## src/bspp_pkg.sv

```systemverilog
// Shared constants, register map and front-to-back command type of the path patcher.
package bspp_pkg;

  localparam int MAX_PATH_DEF = 32;
  localparam int QUEUE_DEPTH  = 4;
  localparam int QAW          = $clog2(QUEUE_DEPTH);
  localparam int ADDR_W       = 4;

  localparam logic [1:0] OP_DATA    = 2'd0;
  localparam logic [1:0] OP_PATTERN = 2'd1;
  localparam logic [1:0] OP_REPLACE = 2'd2;

  localparam logic [1:0] REG_OLD_LENGTH = 2'd0;
  localparam logic [1:0] REG_NEW_LENGTH = 2'd1;
  localparam logic [1:0] REG_TEXT_MODE  = 2'd2;

  localparam logic [7:0] NUL_BYTE = 8'h00;

  typedef struct packed {
    logic       is_load;
    logic [4:0] load_index;
    logic       pre_v;
    logic [7:0] pre_byte;
    logic       pre_match;
    logic       byte_v;
    logic [7:0] body_byte;
    logic       repl_v;
    logic       nul_v;
    logic       pad_v;
    logic       match;
    logic       eoi;
    logic       eof;
  } cmd_t;

endpackage

```

## src/bspp_ifs.sv

```systemverilog
// Valid/ready channel interfaces for input items and result beats.
interface bspp_item_if;
  logic       valid;
  logic       ready;
  logic [1:0] operation;
  logic [7:0] data_byte;
  logic [4:0] load_index;
  logic       stream_end;

  modport source(output valid, output operation, output data_byte, output load_index,
                 output stream_end, input ready);
  modport sink(input valid, input operation, input data_byte, input load_index,
               input stream_end, output ready);
endinterface

interface bspp_result_if;
  logic       valid;
  logic       ready;
  logic [7:0] out_byte;
  logic       run_last;
  logic       file_done;
  logic       any_match;

  modport source(output valid, output out_byte, output run_last, output file_done,
                 output any_match, input ready);
  modport sink(input valid, input out_byte, input run_last, input file_done,
               input any_match, output ready);
endinterface

```

## src/bspp_front.sv

```systemverilog
// Front end: accepts items, keeps the match window and pattern, issues commands.
module bspp_front #(
  parameter int MAX_PATH = bspp_pkg::MAX_PATH_DEF
) (
  input  logic                          clk,
  input  logic                          rst,
  bspp_item_if.sink                     items,
  input  logic [$clog2(MAX_PATH+1)-1:0] oldl,
  input  logic                          text_mode,
  output bspp_pkg::cmd_t                cmd,
  output logic                          cmd_push,
  input  logic                          cmd_full
);
  import bspp_pkg::*;

  localparam int LW = $clog2(MAX_PATH + 1);
  localparam int IW = $clog2(MAX_PATH);

  typedef enum logic [1:0] {
    ST_RUN   = 2'b01,
    ST_FLUSH = 2'b10
  } front_state_t;

  front_state_t        state, state_next;
  logic [7:0]          win [MAX_PATH];
  logic [7:0]          win_next [MAX_PATH];
  logic [7:0]          pat [MAX_PATH];
  logic [7:0]          shifted [MAX_PATH];
  logic [7:0]          vec [MAX_PATH];
  logic [7:0]          vec_shifted [MAX_PATH];
  logic [MAX_PATH-1:0] lane_eq;
  logic [LW-1:0]       fill, fill_next, wi, newfill;
  logic                in_tail, in_tail_next, matched, matched_next;
  logic                at_len, drain, hit, complete, flush, accept;

  always_comb begin
    for (int i = 0; i < MAX_PATH - 1; i++) begin
      shifted[i]     = win[i + 1];
      vec_shifted[i] = vec[i + 1];
    end
    shifted[MAX_PATH - 1]     = 8'h00;
    vec_shifted[MAX_PATH - 1] = 8'h00;
  end

  assign at_len   = fill == oldl;
  assign drain    = !in_tail && (fill > oldl);
  assign wi       = at_len ? oldl - LW'(1) : fill;
  assign newfill  = wi + LW'(1);
  assign complete = newfill == oldl;

  always_comb begin
    for (int i = 0; i < MAX_PATH; i++) begin
      vec[i]     = (LW'(i) == wi) ? items.data_byte : (at_len ? shifted[i] : win[i]);
      lane_eq[i] = (LW'(i) >= oldl) || (vec[i] == pat[i]);
    end
  end

  assign hit    = &lane_eq;
  assign accept = items.valid && items.ready;

  always_comb begin
    state_next   = state;
    win_next     = win;
    fill_next    = fill;
    in_tail_next = in_tail;
    matched_next = matched;
    items.ready  = 1'b0;
    cmd          = '0;
    cmd_push     = 1'b0;
    flush        = 1'b0;
    unique case (state)
      ST_RUN: begin
        if (items.valid) begin
          unique case (items.operation)
            OP_PATTERN: begin
              items.ready = 1'b1;
            end
            OP_REPLACE: begin
              items.ready    = !cmd_full;
              cmd.is_load    = 1'b1;
              cmd.load_index = items.load_index;
              cmd.body_byte  = items.data_byte;
              cmd_push       = !cmd_full;
            end
            OP_DATA: begin
              if (in_tail) begin
                items.ready   = !cmd_full;
                cmd.byte_v    = 1'b1;
                cmd.body_byte = items.data_byte;
                cmd.match     = matched;
                cmd.nul_v     = items.stream_end && (items.data_byte != NUL_BYTE);
                cmd.pad_v     = items.stream_end || (items.data_byte == NUL_BYTE);
                cmd.eoi       = 1'b1;
                cmd.eof       = items.stream_end;
                cmd_push      = !cmd_full;
                if (!cmd_full) begin
                  in_tail_next = (items.data_byte != NUL_BYTE) && !items.stream_end;
                  if (items.stream_end) begin
                    matched_next = 1'b0;
                    fill_next    = '0;
                  end
                end
              end else if (drain) begin
                cmd.byte_v    = 1'b1;
                cmd.body_byte = win[0];
                cmd.match     = matched;
                cmd_push      = !cmd_full;
                if (!cmd_full) begin
                  win_next  = shifted;
                  fill_next = fill - LW'(1);
                end
              end else begin
                items.ready   = !cmd_full;
                cmd.pre_v     = at_len;
                cmd.pre_byte  = win[0];
                cmd.pre_match = matched;
                if (complete && hit) begin
                  cmd.repl_v   = 1'b1;
                  cmd.match    = 1'b1;
                  cmd.nul_v    = items.stream_end && !text_mode;
                  cmd.pad_v    = items.stream_end && !text_mode;
                  cmd.eoi      = 1'b1;
                  cmd.eof      = items.stream_end;
                  fill_next    = '0;
                  in_tail_next = !text_mode && !items.stream_end;
                  matched_next = !items.stream_end;
                end else begin
                  cmd.match = matched;
                  if (complete) begin
                    cmd.byte_v    = 1'b1;
                    cmd.body_byte = vec[0];
                    win_next      = vec_shifted;
                    fill_next     = oldl - LW'(1);
                    flush         = items.stream_end && (oldl != LW'(1));
                  end else begin
                    win_next  = vec;
                    fill_next = newfill;
                    flush     = items.stream_end;
                  end
                  cmd.eoi = !flush;
                  cmd.eof = items.stream_end && !flush;
                  if (items.stream_end && !flush) begin
                    fill_next    = '0;
                    matched_next = 1'b0;
                    in_tail_next = 1'b0;
                  end
                end
                cmd_push = !cmd_full && (cmd.pre_v || cmd.byte_v || cmd.repl_v ||
                                         cmd.nul_v || cmd.pad_v);
                if (cmd_full) begin
                  win_next     = win;
                  fill_next    = fill;
                  in_tail_next = in_tail;
                  matched_next = matched;
                end else if (flush) begin
                  state_next = ST_FLUSH;
                end
              end
            end
            default: begin
              items.ready = 1'b1;
            end
          endcase
        end
      end
      ST_FLUSH: begin
        cmd.byte_v    = 1'b1;
        cmd.body_byte = win[0];
        cmd.match     = matched;
        cmd.eoi       = fill == LW'(1);
        cmd.eof       = fill == LW'(1);
        cmd_push      = !cmd_full;
        if (!cmd_full) begin
          win_next  = shifted;
          fill_next = fill - LW'(1);
          if (fill == LW'(1)) begin
            state_next   = ST_RUN;
            matched_next = 1'b0;
            in_tail_next = 1'b0;
          end
        end
      end
      default: begin
        state_next = ST_RUN;
      end
    endcase
  end

  always_ff @(posedge clk) begin
    if (rst) begin
      state   <= ST_RUN;
      fill    <= '0;
      in_tail <= 1'b0;
      matched <= 1'b0;
    end else begin
      state   <= state_next;
      fill    <= fill_next;
      in_tail <= in_tail_next;
      matched <= matched_next;
    end
  end

  always_ff @(posedge clk) begin
    win <= win_next;
    if (accept && (items.operation == OP_PATTERN) && (int'(items.load_index) < MAX_PATH)) begin
      pat[IW'(items.load_index)] <= items.data_byte;
    end
  end

endmodule

```

## src/bspp_queue.sv

```systemverilog
// Short command queue between the front and back ends.
module bspp_queue (
  input  logic           clk,
  input  logic           rst,
  input  logic           push,
  input  bspp_pkg::cmd_t din,
  output logic           full,
  input  logic           pop,
  output bspp_pkg::cmd_t dout,
  output logic           valid
);
  import bspp_pkg::*;

  cmd_t           entries [QUEUE_DEPTH];
  logic [QAW-1:0] wr_ptr, rd_ptr;
  logic [QAW:0]   count;
  logic           do_push, do_pop;

  assign full    = count == (QAW + 1)'(QUEUE_DEPTH);
  assign valid   = count != '0;
  assign dout    = entries[rd_ptr];
  assign do_push = push && !full;
  assign do_pop  = pop && valid;

  always_ff @(posedge clk) begin
    if (rst) begin
      wr_ptr <= '0;
      rd_ptr <= '0;
      count  <= '0;
    end else begin
      if (do_push) begin
        wr_ptr <= wr_ptr + QAW'(1);
      end
      if (do_pop) begin
        rd_ptr <= rd_ptr + QAW'(1);
      end
      if (do_push && !do_pop) begin
        count <= count + (QAW + 1)'(1);
      end else if (do_pop && !do_push) begin
        count <= count - (QAW + 1)'(1);
      end
    end
  end

  always_ff @(posedge clk) begin
    if (do_push) begin
      entries[wr_ptr] <= din;
    end
  end

endmodule

```

## src/bspp_back.sv

```systemverilog
// Back end: expands commands into output beats, holds the replacement memory.
module bspp_back #(
  parameter int MAX_PATH = bspp_pkg::MAX_PATH_DEF
) (
  input  logic                          clk,
  input  logic                          rst,
  input  logic                          q_valid,
  input  bspp_pkg::cmd_t                q_cmd,
  output logic                          q_pop,
  input  logic [$clog2(MAX_PATH+1)-1:0] oldl,
  input  logic [$clog2(MAX_PATH+1)-1:0] newl,
  bspp_result_if.source                 results
);
  import bspp_pkg::*;

  localparam int CW = $clog2(MAX_PATH + 1);
  localparam int AW = $clog2(MAX_PATH);

  logic [7:0]    repl_mem [MAX_PATH];
  cmd_t          cur, nx, ld_cmd;
  logic          cur_v;
  logic [CW-1:0] repl_idx, nidx, pad_left, npad, padn;
  logic          s2_v, s2_mem, s2_last, s2_done, s2_match;
  logic [7:0]    s2_lit, mem_q;
  logic          s2_free, gen, emit_v, emit_mem, emit_match, rd_en, remain, cur_done;
  logic [7:0]    emit_lit;

  assign padn    = oldl - newl;
  assign s2_free = !s2_v || results.ready;
  assign gen     = cur_v && !cur.is_load && s2_free;

  always_comb begin
    ld_cmd        = q_cmd;
    ld_cmd.repl_v = q_cmd.repl_v && (newl != '0);
    ld_cmd.pad_v  = q_cmd.pad_v && (padn != '0);
  end

  always_comb begin
    nx         = cur;
    nidx       = repl_idx;
    npad       = pad_left;
    emit_v     = 1'b1;
    emit_mem   = 1'b0;
    emit_lit   = NUL_BYTE;
    emit_match = cur.match;
    if (cur.pre_v) begin
      emit_lit   = cur.pre_byte;
      emit_match = cur.pre_match;
      nx.pre_v   = 1'b0;
    end else if (cur.byte_v) begin
      emit_lit  = cur.body_byte;
      nx.byte_v = 1'b0;
    end else if (cur.repl_v) begin
      emit_mem = 1'b1;
      nidx     = repl_idx + CW'(1);
      if (nidx == newl) begin
        nx.repl_v = 1'b0;
      end
    end else if (cur.nul_v) begin
      nx.nul_v = 1'b0;
    end else if (cur.pad_v) begin
      npad = pad_left - CW'(1);
      if (pad_left == CW'(1)) begin
        nx.pad_v = 1'b0;
      end
    end else begin
      emit_v = 1'b0;
    end
  end

  assign remain   = nx.pre_v || nx.byte_v || nx.repl_v || nx.nul_v || nx.pad_v;
  assign rd_en    = gen && emit_mem;
  assign cur_done = cur_v && (cur.is_load || !emit_v || (s2_free && !remain));
  assign q_pop    = q_valid && (!cur_v || cur_done);

  always_ff @(posedge clk) begin
    if (rst) begin
      cur_v <= 1'b0;
      s2_v  <= 1'b0;
    end else begin
      if (q_pop) begin
        cur_v <= 1'b1;
      end else if (cur_done) begin
        cur_v <= 1'b0;
      end
      if (s2_free) begin
        s2_v <= gen && emit_v;
      end
    end
  end

  always_ff @(posedge clk) begin
    if (q_pop) begin
      cur      <= ld_cmd;
      repl_idx <= '0;
      pad_left <= padn;
    end else if (gen && emit_v) begin
      cur      <= nx;
      repl_idx <= nidx;
      pad_left <= npad;
    end
    if (s2_free) begin
      s2_mem   <= emit_mem;
      s2_lit   <= emit_lit;
      s2_match <= emit_match;
      s2_last  <= cur.eoi && !remain;
      s2_done  <= cur.eof && !remain;
    end
  end

  always_ff @(posedge clk) begin
    if (cur_v && cur.is_load && (int'(cur.load_index) < MAX_PATH)) begin
      repl_mem[AW'(cur.load_index)] <= cur.body_byte;
    end
    if (rd_en) begin
      mem_q <= repl_mem[AW'(repl_idx)];
    end
  end

  assign results.valid     = s2_v;
  assign results.out_byte  = s2_mem ? mem_q : s2_lit;
  assign results.run_last  = s2_last;
  assign results.file_done = s2_done;
  assign results.any_match = s2_match;

endmodule

```

## src/byte_stream_path_patcher.sv

```systemverilog
// Top level of the streaming path patcher: register port, front, queue and back.
//
// Items arrive on the items channel: pattern and replacement bytes are loaded by
// index, then file bytes stream in with stream_end on the last one. Patched bytes
// leave on the results channel; run_last marks the final beat caused by an item
// and file_done the final beat of a file. old_length, new_length and text_mode
// sit on the APB-style port at byte addresses 0, 4 and 8; write them while idle.
// In steady state, with results.ready high and no burst, flush or drain under way,
// one file byte is taken and one beat given every cycle. A match gives a burst of
// min(new_length, old_length) beats from the replacement memory, one per cycle while
// the receiver is ready; a string end gives the null and old_length - new_length zero
// beats. At stream_end the window is flushed oldest first while items are held off, as
// they are while the window drains after old_length is lowered mid-file.
// Reset clears the window, string tail and match flag and sets old_length 1,
// new_length 0, text_mode 0; pattern and replacement contents stay undefined.
// A stalled receiver holds the beat in the output register; the four-entry
// command queue then fills and items.ready drops.
module byte_stream_path_patcher #(
  parameter int MAX_PATH = bspp_pkg::MAX_PATH_DEF
) (
  input  logic                          clk,
  input  logic                          rst,
  bspp_item_if.sink                     items,
  bspp_result_if.source                 results,
  input  logic                          psel,
  input  logic                          penable,
  input  logic                          pwrite,
  input  logic [bspp_pkg::ADDR_W-1:0]   paddr,
  input  logic [31:0]                   pwdata,
  output logic [31:0]                   prdata,
  output logic                          pready
);
  import bspp_pkg::*;

  localparam int CW = $clog2(MAX_PATH + 1);

  logic [5:0]    old_length, new_length;
  logic          text_mode;
  logic [CW-1:0] oldl, newl;
  logic          wr_en;
  cmd_t          q_in, q_out;
  logic          q_push, q_full, q_pop, q_valid;

  assign pready = 1'b1;
  assign wr_en  = psel && penable && pwrite && pready;

  always_ff @(posedge clk) begin
    if (rst) begin
      old_length <= 6'd1;
      new_length <= 6'd0;
      text_mode  <= 1'b0;
    end else if (wr_en) begin
      unique case (paddr[3:2])
        REG_OLD_LENGTH: old_length <= pwdata[5:0];
        REG_NEW_LENGTH: new_length <= pwdata[5:0];
        REG_TEXT_MODE:  text_mode  <= pwdata[0];
        default: ;
      endcase
    end
  end

  always_comb begin
    unique case (paddr[3:2])
      REG_OLD_LENGTH: prdata = {26'd0, old_length};
      REG_NEW_LENGTH: prdata = {26'd0, new_length};
      REG_TEXT_MODE:  prdata = {31'd0, text_mode};
      default:        prdata = '0;
    endcase
  end

  always_comb begin
    if (old_length == '0) begin
      oldl = CW'(1);
    end else if (int'(old_length) > MAX_PATH) begin
      oldl = CW'(MAX_PATH);
    end else begin
      oldl = CW'(old_length);
    end
    if (int'(new_length) < int'(oldl)) begin
      newl = CW'(new_length);
    end else begin
      newl = oldl;
    end
  end

  bspp_front #(.MAX_PATH(MAX_PATH)) u_front (
    .clk       (clk),
    .rst       (rst),
    .items     (items),
    .oldl      (oldl),
    .text_mode (text_mode),
    .cmd       (q_in),
    .cmd_push  (q_push),
    .cmd_full  (q_full)
  );

  bspp_queue u_queue (
    .clk   (clk),
    .rst   (rst),
    .push  (q_push),
    .din   (q_in),
    .full  (q_full),
    .pop   (q_pop),
    .dout  (q_out),
    .valid (q_valid)
  );

  bspp_back #(.MAX_PATH(MAX_PATH)) u_back (
    .clk     (clk),
    .rst     (rst),
    .q_valid (q_valid),
    .q_cmd   (q_out),
    .q_pop   (q_pop),
    .oldl    (oldl),
    .newl    (newl),
    .results (results)
  );

  a_no_overflow: assert property (@(posedge clk) disable iff (rst) q_push |-> !q_full)
    else $error("command pushed into a full queue");

  a_no_underflow: assert property (@(posedge clk) disable iff (rst) q_pop |-> q_valid)
    else $error("command popped from an empty queue");

  a_done_is_last: assert property (@(posedge clk) disable iff (rst)
    (results.valid && results.file_done) |-> results.run_last)
    else $error("file end beat not marked as last of its item");

endmodule

```

## src/flat_wrapper.sv

```systemverilog
// flat-port wrapper written by rule: the top's interface ports become plain ports
module byte_stream_path_patcher_flat import bspp_pkg::*;
#(
  parameter int MAX_PATH = bspp_pkg::MAX_PATH_DEF
)
  (clk, rst, psel, penable, pwrite, paddr, pwdata, prdata, pready, items_valid, items_operation, items_data_byte, items_load_index, items_stream_end, items_ready, results_valid, results_out_byte, results_run_last, results_file_done, results_any_match, results_ready);
  bspp_item_if items_i ();
  bspp_result_if results_i ();
  input  logic clk;
  input  logic rst;
  input  logic psel;
  input  logic penable;
  input  logic pwrite;
  input  logic [bspp_pkg::ADDR_W-1:0] paddr;
  input  logic [31:0] pwdata;
  output logic [31:0] prdata;
  output logic pready;
  input wire logic [$bits(items_i.valid)-1:0] items_valid;
  input wire logic [$bits(items_i.operation)-1:0] items_operation;
  input wire logic [$bits(items_i.data_byte)-1:0] items_data_byte;
  input wire logic [$bits(items_i.load_index)-1:0] items_load_index;
  input wire logic [$bits(items_i.stream_end)-1:0] items_stream_end;
  output wire logic [$bits(items_i.ready)-1:0] items_ready;
  output wire logic [$bits(results_i.valid)-1:0] results_valid;
  output wire logic [$bits(results_i.out_byte)-1:0] results_out_byte;
  output wire logic [$bits(results_i.run_last)-1:0] results_run_last;
  output wire logic [$bits(results_i.file_done)-1:0] results_file_done;
  output wire logic [$bits(results_i.any_match)-1:0] results_any_match;
  input wire logic [$bits(results_i.ready)-1:0] results_ready;
  assign items_i.valid = items_valid;
  assign items_i.operation = items_operation;
  assign items_i.data_byte = items_data_byte;
  assign items_i.load_index = items_load_index;
  assign items_i.stream_end = items_stream_end;
  assign items_ready = items_i.ready;
  assign results_valid = results_i.valid;
  assign results_out_byte = results_i.out_byte;
  assign results_run_last = results_i.run_last;
  assign results_file_done = results_i.file_done;
  assign results_any_match = results_i.any_match;
  assign results_i.ready = results_ready;
  byte_stream_path_patcher #(.MAX_PATH(MAX_PATH)) u_core (.clk(clk), .rst(rst), .items(items_i), .results(results_i), .psel(psel), .penable(penable), .pwrite(pwrite), .paddr(paddr), .pwdata(pwdata), .prdata(prdata), .pready(pready));
endmodule
```

## config.mk

```make
export PLATFORM = sky130hd
export DESIGN_NAME = byte_stream_path_patcher_flat
export DESIGN_NICKNAME = d
export VERILOG_FILES = /design/src/bspp_pkg.sv /design/src/bspp_ifs.sv /design/src/bspp_front.sv /design/src/bspp_queue.sv /design/src/bspp_back.sv /design/src/byte_stream_path_patcher.sv /design/src/flat_wrapper.sv
export SDC_FILE = /design/constraint.sdc
export NUM_CORES = 2
export LEC_CHECK = 0
export ABC_AREA = 1
export BUFFER_PORTS_ARGS = -buffer_cell sky130_fd_sc_hd__buf_4
export CAP_MARGIN = 10
export CORE_UTILIZATION = 40
export DETAILED_ROUTE_END_ITERATION = 8
export PLACE_DENSITY_LB_ADDON = 0.12
export SLEW_MARGIN = 25
export SYNTH_ARGS = -nofsm -noshare
export SYNTH_HDL_FRONTEND = slang
export SYNTH_HIERARCHICAL = 1
export SYNTH_SLANG_ARGS = --single-unit
```

## constraint.sdc

```tcl
create_clock -name clk -period 29.9 [get_ports clk]
set_input_delay 5.98 -clock clk [delete_from_list [all_inputs] [get_ports clk]]
set_output_delay 5.98 -clock clk [all_outputs]
set_load 0.01 [all_outputs]
```

==> metrics.txt <==
Worst Setup End Kind=output pin; clock network latency to the later pin of the worst-skew pair=0.75 ns; Post-synth top cells=nand2_1, edfxtp_1, nor2_1; mapped cell area=58100 um2; clk sink count=~990; violated checks=DRC; Worst Tran Pin Value=1.14 ns; PortBufs=49; reg2reg path depth=35; site row count=139; largest net degree at the start of global routing=189; cell with the most instances after synthesis=nand2_1; Setup Fix Bufs, Post-CTS=0; first-pass GRT wire length=291000 um; Yosys top cell area share=0.491; core region area=144000 um2; fin. max-slew vios=0; Synth Area in Compound Gates=0.141; Setup CP Type=in -> out; Slew headroom=0.235; DR vias/cell=5.51; Final Hold Fails=0; fraction of layout cells with a size suffix above 1=0.0623; Post-Synthesis Cells=7312; RSZ-0062 raised after global routing=false; Net Sw Power=~4.2 mW; final wirelength=193000 um; final setup violation count=0; main combinational cell family by area after synthesis=simple AND/OR/NAND/NOR gates; Synthesis Warnings=6; HP Class=reg -> reg; mean area per synthesized cell=7.94 um2; total number of vias=50317; clock buffer depth=3; mux cell area share after synthesis=0.00362; number of flops mapped to enable cells by yosys=roughly 950; min Tclk post-route=13.19 ns; H-tree levels=3; wire length on met3=around 12000 um; critical path peak fanout=10; Clock Tree Root=clkbuf_16; DRC=16; Post-Synth Simple-Gate Area=0.256; Leakage=26.6 nW; initial antenna violation count=2; setup TNS=0 ns; fin crit share=0.441; clk_skew=0.0202 ns; cell-internal power=4.41 mW; switching share of total power=0.491; part of the Yosys area used for sequential elements=0.504; r2r setup slk=around 20 ns; total grt overflow=0; area leader, netlist=edfxtp_1; Critical Path Start Type=primary input; overall power=8.66 mW; Required @ worst endpoint=around 24 ns; Worst VDD drop=roughly 160 uV; Synth area leaders=edfxtp_1, nand2_1, o21ai_0; P&R area growth vs syn=9.01%; GP Congestion=0.884; Fillers=14307; IO Pins=105; met1 wire length=85200 um; Total GRT Usage=0.259; HPWL after DPL=119000 um; ys flop type=edfxtp_1; CP Data Arrival Time=around 7 ns; CTS Buf Count=118; non-filler cells, final=9129; Netlist cell types=54; max layer used=met4; Nets=7227; post-cts resize count=0; Final WS setup=16.71 ns; Die Width=383 um; Clock transition at path regs=0.06 ns; Synth async-reset ratio=0; Seq pwr share=0.283; Synth Area in XOR/XNOR=0.00377; initial DRC count=4683; adder-cell share of the synthesized area=0.00780; Power Density=137 nW/um2; status=finished with violations; DIE AREA=147000 um2; Final Hold Slack=0.495 ns; CTS tree=done; Place WS=approximately 17 ns; clock network power share=0.164; Initial Utilization=0.404; hold buffers post-CTS=0; TritonRoute pass-1 iters=8; met2 WL=90200 um; Comb pwr share=0.552; drt wl/cell=21.2 um; Placed Cells=8916; vias in the first global route=between 40000 and 50000; antenna viol nets, final=0; Yosys reg bits=989; Max Cap Violations=0; Die Y=around 380 um; Peak Freq=between 70 and 80 MHz; Cells on Worst Hold Path=2
## critical path, stage by stage
cell	delay (ns)
buf_4	0.13
nor2_1	0.63
nand2_1	0.11
o211ai_1	0.13
inv_1	0.08
buf_4	0.15
## sequential cells by signal, indices dropped and copies added (netlist names), 8 cells and up, named ones only
signal	count
u_core/u_front/shifted	248
u_core/u_back/cur	31
u_core/u_front/pat	256
u_core/u_back/mem_q	8
u_core/u_front/win	8
u_core/u_queue/entries	124
u_core/u_back/s2_lit	8
u_core/u_back/repl_mem	256
## metal layers
metal	vias up	global-route usage
li1	24289	-
met1	24131	0.353
met2	1617	0.424
met3	280	0.0316
met4	0	0.0864
met5	-	0
## cell usage in the layout (no fill, tap or decap), drive strengths merged, types with 74 or more instances in the layout
cell    Yosys  layout
o22ai     119     119
nand3     559     559
nand3b     94      94
nand2    2061    2061
inv       698     700
buf       177     138
edfxtp    949     949
nor2      790     790
clkbuf    284     150
a21oi     358     358
o32ai      74      74
o21ai     839     839
## power by group through the flow
stage          sequential [mW]  combinational [mW]  clock (mW)
2_1_floorplan             2.53                3.44           0
3_3_place_gp              2.47                4.66           0
3_5_place_dp              2.47                4.71           0
4_1_cts                   2.45                4.73        1.45
5_1_grt                   2.48                5.34        1.50
6_report                  2.45                4.78        1.42
## cells by family after synthesis
group / count (synthesis)
other: 2
and+or+nand+nor: 3574
AOI/OAI and AO/OA: 1503
DFF: 989
xor gates and xnor gates: 25
adders and majority gates: 35
muxes: 20
buffers and inverters: 1164
## through the flow
step / util / instance area, um2
CTS: 0.440 / 63300
global placement: 0.414 / 59600
floorplan: - / 58200
finish: 0.440 / 63300
detailed placement: 0.414 / 59600
global route: 0.440 / 63300
## area by class of cell
class                   count  area (um2)  area share
diodes                      1        2.50   0.0000395
clock buffers             150        3130      0.0494
clock inverters            62         597     0.00943
inverters                 702        2660      0.0421
multi-input cells        5184       24100       0.381
flip-flops and latches    989       29300       0.463
well taps                1903        2380      0.0376
repair buffers            138        1100      0.0174
## final timing paths
path                           start                         end
max               items_operation[0]                 items_ready
max reg2reg     u_core/old_length[0]  u_core/u_front/shifted[99]
min          u_core/u_front/state[1]     u_core/u_front/state[1]
min reg2reg  u_core/u_front/state[1]     u_core/u_front/state[1]
No activity file was read; power rests on OpenSTA's default activity.
